File: config.mk
export PLATFORM = sky130hd
export DESIGN_NAME = scpa_front
export DESIGN_NICKNAME = d
export VERILOG_FILES = /design/src/hdl/scpa_pkg.sv /design/src/hdl/scpa_front.sv
export SDC_FILE = /design/constraint.sdc
export NUM_CORES = 1
export LEC_CHECK = 0
export BUFFER_PORTS_ARGS = -buffer_cell sky130_fd_sc_hd__buf_2
export CORE_MARGIN = 3
export CORE_UTILIZATION = 45
export DETAILED_ROUTE_END_ITERATION = 10
export PLACE_DENSITY = 0.73
export SLEW_MARGIN = 30
export SYNTH_ARGS = -nofsm -noshare
export SYNTH_HDL_FRONTEND = slang
export SYNTH_SLANG_ARGS = --single-unit
File: constraint.sdc
create_clock -name clk_i -period 7 [get_ports clk_i]
set_clock_uncertainty 0.05 [all_clocks]
set_input_delay 0.7 -clock clk_i [delete_from_list [all_inputs] [get_ports clk_i]]
set_output_delay 0.7 -clock clk_i [all_outputs]
set_load 0.01 [all_outputs]
File: src/hdl/scpa_pkg.sv
// Package for the size class pool allocator: constants, types and helpers.
// Used by every module of the block; depends on nothing.
package scpa_pkg;

  localparam int HeapBytes       = 262144;
  localparam int PoolBytes       = 4096;
  localparam int GrainBytes      = 8;
  localparam int SmallLimit      = 512;
  localparam int MaxHeaps        = 16;
  localparam int PoolHeaderBytes = 24;

  localparam int PoolsPerHeap = (HeapBytes / PoolBytes) > 0 ? (HeapBytes / PoolBytes) : 1;
  localparam int PoolCount    = MaxHeaps * PoolsPerHeap;
  localparam int NumClasses   = (SmallLimit + GrainBytes - 1) / GrainBytes;
  localparam int LinkDepth    = 4194304 / GrainBytes;

  localparam int AddrW  = 22;
  localparam int ClassW = 6;
  localparam int PoolW  = $clog2(PoolCount);
  localparam int SlotW  = $clog2(PoolsPerHeap + 1);
  localparam int OffW   = $clog2(PoolBytes + 1) + 1;
  localparam int HeapW  = $clog2(MaxHeaps + 1);
  localparam int LinkW  = $clog2(LinkDepth);
  localparam int GrainSh = $clog2(GrainBytes);
  localparam int QDepth = 2;

  typedef enum logic [1:0] {
    StAlloc  = 2'd0,
    StFreed  = 2'd1,
    StSystem = 2'd2,
    StOom    = 2'd3
  } status_e;

  typedef enum logic [1:0] {
    SrcReuse = 2'd0,
    SrcCarve = 2'd1,
    SrcPool  = 2'd2,
    SrcHeap  = 2'd3
  } source_e;

  typedef enum logic [1:0] {
    OpAlloc  = 2'd0,
    OpFree   = 2'd1,
    OpSystem = 2'd2
  } op_e;

  typedef enum logic [1:0] {
    BkIdle = 2'd0,
    BkRead = 2'd1,
    BkLink = 2'd2,
    BkExec = 2'd3
  } back_state_e;

  typedef struct packed {
    op_e               op;
    logic [ClassW-1:0] cls;
    logic [AddrW-1:0]  addr;
    logic [PoolW-1:0]  pool;
  } cmd_t;

  function automatic logic [AddrW-1:0] pool_base(input logic [PoolW-1:0] id);
    logic [31:0] b;
    b = (32'(id) / PoolsPerHeap) * HeapBytes + (32'(id) % PoolsPerHeap) * PoolBytes;
    return b[AddrW-1:0];
  endfunction

endpackage

File: src/hdl/scpa_front.sv
// Front end: takes requests, classifies them and queues commands.
// Depends on scpa_pkg.
module scpa_front import scpa_pkg::*; (
  input  logic              clk_i,
  input  logic              rst_ni,
  input  logic              start,
  output logic              busy,
  input  logic              action_i,
  input  logic [31:0]       request_size_i,
  input  logic [AddrW-1:0]  block_address_i,
  input  logic [HeapW-1:0]  heaps_opened_i,
  input  logic              pop_i,
  output logic              cmd_valid_o,
  output cmd_t              cmd_o,
  output logic              empty_o
);

  cmd_t                     q_mem_q [QDepth];
  logic [$clog2(QDepth):0]  cnt_q, cnt_d;
  logic [$clog2(QDepth)-1:0] wp_q, rp_q;
  cmd_t                     c;
  logic                     push;
  logic [31:0]              h, rel, slot, sz;

  always_comb begin
    c = '0;
    h = 32'(block_address_i) / HeapBytes;
    rel = 32'(block_address_i) % HeapBytes;
    slot = rel / PoolBytes;
    sz = request_size_i + 32'(GrainBytes - 1);
    if (action_i) begin
      if (h >= 32'(heaps_opened_i) || rel == 0) begin
        c.op = OpSystem;
      end else begin
        c.op = OpFree;
        c.addr = block_address_i;
        c.pool = PoolW'(h * PoolsPerHeap + slot);
      end
    end else if (request_size_i > 32'(SmallLimit)) begin
      c.op = OpSystem;
    end else begin
      c.op = OpAlloc;
      if (request_size_i == 0) c.cls = '0;
      else c.cls = ClassW'((sz >> GrainSh) - 32'd1);
    end
  end

  // Heaps opened can change while a command waits, so one request is in flight.
  assign busy = cnt_q != 0;
  assign push = start && !busy;
  assign cmd_valid_o = cnt_q != 0;
  assign cmd_o = q_mem_q[rp_q];
  assign empty_o = cnt_q == 0;
  assign cnt_d = cnt_q + {1'b0, push} - {1'b0, pop_i && cnt_q != 0};

  always_ff @(posedge clk_i or negedge rst_ni) begin
    if (!rst_ni) begin
      cnt_q <= '0;
      wp_q <= '0;
      rp_q <= '0;
    end else begin
      cnt_q <= cnt_d;
      if (push) wp_q <= wp_q + 1'b1;
      if (pop_i && cnt_q != 0) rp_q <= rp_q + 1'b1;
    end
  end

  always_ff @(posedge clk_i) begin
    if (push) q_mem_q[wp_q] <= c;
  end

endmodule

==> impl_metrics.json <==
{
  "grt_max_degree": 31,
  "wl_met2_um": 2980,
  "cts_tree": "yes",
  "multi_input_area_um2": 981,
  "yosysTopAreaCellShare_pct": 59.8,
  "ys_seq_area_share_pct": 63.1,
  "initialDrtViolationCount": 110,
  "hold_violations": 0,
  "start_util_pct": 46.9,
  "ys_ff_latch": 64,
  "htree_levels": 3,
  "synth_cell_types": 34,
  "routabilityCongestion": 0.711,
  "wl_per_cell_um": 14.5,
  "clockBufferDepth": 2,
  "required_ns": 6.25,
  "grt_overflow": 0,
  "cts-root-buf": "clkbuf_8",
  "crit_chain": "buf_4 -> mux2_2 -> buf_2",
  "post-route-period-util_pct": 39.7,
  "drv_slew": 0,
  "antenna_left": 0,
  "nNetsFinal": 381,
  "status": "complete, no violations",
  "antenna_cells": 0,
  "syn_avg_cell_area_um2": 14.6,
  "drc_errors": 0,
  "synth_warnings": 0,
  "synth_ff_type": "edfxtp_1",
  "period_needed_ns": 2.78,
  "worstSetupStartpoint": "rp_q",
  "final_cell_mix": "buf_2, edfxtp_1, mux2_2, and2_1, nor2_1",
  "grt_use_total_pct": 15.4,
  "reg2reg_from": "cnt_q[1]",
  "rsz0062_at_grt": "no",
  "wl_met3_um": 395,
  "grt_pass1_wl_um": 8850,
  "cts_buffers": 9,
  "area_delta_synth_final_pct": 24.1,
  "drt-total-wl_um": 5680,
  "die_y_um": 87.8,
  "fillerInstances": 565,
  "top_layer_used": "met4",
  "cp-start-kind": "flip-flop",
  "drive_above_1_share_pct": 52.1,
  "die_area_um2": 7720,
  "final-seq-area_um2": 1900,
  "fmax_mhz": 360,
  "synth_edf_count": 60,
  "placed_area_um2": 3550,
  "cp.arrival_ns": 2.03,
  "post-route-util_pct": 58.3,
  "synth_nets": 278,
  "place_ws_ns": 4.11,
  "min_path_type": "in -> async",
  "cts_resized": 0,
  "dpl.hpwl_um": 4070,
  "setup-violations-final": 0,
  "netlist_instances": 207,
  "synth_area_leader_cell": "edfxtp_1",
  "slew_headroom_pct": 40.1,
  "crit_fanout": 16,
  "final_common_cell": "buf_2",
  "antenna_found_initial": 0,
  "route.vias.total": 1973,
  "worst_hold_slack_ns": 0.119,
  "grt_pass1_vias": 1977,
  "slowest_delay_ns": 0.80,
  "layout_setup_ws_ns": 4.22,
  "port_buffers": 106,
  "postCtsSetupBuffers": 0,
  "cp_slowest_cell": "dfrtp_1",
  "core-area_um2": 6420,
  "cts_hold_buf": 0,
  "endpoint_kind": "output port",
  "finalSetupTns_ns": 0,
  "ir_drop_mv": 0.155,
  "rows": 29,
  "numClockSinks": 64,
  "die_w_um": 87.8,
  "power.density_nw_per_um2": 321,
  "critPathKind": "reg -> out",
  "ys_top_cells_by_area": "edfxtp_1, mux2_2, dfrtp_1",
  "first_pass_iters": 4,
  "clk_pin_slew_ns": 0.07,
  "syn_area_um2": 3010,
  "design_area_um2": 3740,
  "leakagePower_nw": 1.52,
  "wl_met1_um": 2170,
  "io_pins": 107,
  "async_flop_share_pct": 6.25,
  "clk_latency_ns": 0.32,
  "cap_violations": 0,
  "tightest_slew_ns": 0.897,
  "routed_via_density": 5.03
}
## state kept, by name (all words and copies together) (netlist names)
name and cells:
rp_q 1, wp_q 1, q_mem_q 60, cnt_q 2
## Yosys cell counts, drive strengths merged (2+ instances only)
| cell type | n |
|---|---|
| a21oi | 2 |
| xor2 | 4 |
| nand3 | 2 |
| inv | 8 |
| and2 | 20 |
| dfrtp | 4 |
| nand2b | 2 |
| nand2 | 6 |
| nor2 | 11 |
| and3 | 5 |
| buf | 16 |
| nor4 | 8 |
| ha | 7 |
| mux2 | 30 |
| edfxtp | 60 |
| nor3 | 3 |
| xnor2 | 7 |
## cell type report
| cell class | count | share of cell area, % |
|---|---|---|
| Timing Repair Buffer | 108 | 14.6 |
| Tap cell | 77 | 2.58 |
| Clock inverter | 7 | 1.67 |
| Inverter | 8 | 0.803 |
| Multi-Input combinational cell | 119 | 26.2 |
| Sequential cell | 64 | 50.8 |
| Clock buffer | 9 | 3.31 |
## critical path: cells and delay by family, from the launching register on
family | cells | cell delay [ns]
buffers and inverters | 2 | 0.51
DFF | 1 | 0.80
muxes | 1 | 0.38
## through the flow
stage	total power, mW	instances
floorplan	0.794	207
global placement	0.912	376
detailed placement	0.920	376
CTS	1.22	392
global route	1.27	392
finish	1.20	392
## final timing paths
check | endpoint | slack (ns) | cells past startpoint
max | cmd_o[29] | 4.22 | 3
min | cnt_q[0] | 0.12 | 1
max reg2reg | q_mem_q[0][21] | 4.99 | 3
min reg2reg | cnt_q[1] | 0.44 | 1
max in group asynchronous | cnt_q[1] | 6.66 | 1
min in group clk_i | cnt_q[1] | 0.44 | 1
## routing by layer
metal | vias up | track usage, %
met5 | - | 0
met4 | 0 | 8.09
met3 | 10 | 4.70
met2 | 81 | 27.0
met1 | 923 | 16.8
li1 | 959 | -
## report_power, final
group / switching (mW) / internal [mW] / leakage (nW) / total (mW)
clock network: 0.135 / 0.161 / 0.0901 / 0.295
registers: 0.0355 / 0.487 / 0.600 / 0.522
logic: 0.196 / 0.188 / 0.830 / 0.383
## cell families after synthesis
| kind of cell | Yosys count | synth area share (%) |
|---|---|---|
| xor gates and xnor gates | 11 | 3.20 |
| and+or+nand+nor | 62 | 12.2 |
| muxes | 30 | 11.2 |
| AOI/OAI and AO/OA | 9 | 2.53 |
| adders and majority gates | 7 | 2.91 |
| buffers and inverters | 24 | 4.86 |
| DFF | 64 | 63.1 |
(Power assumes the default switching activity.)
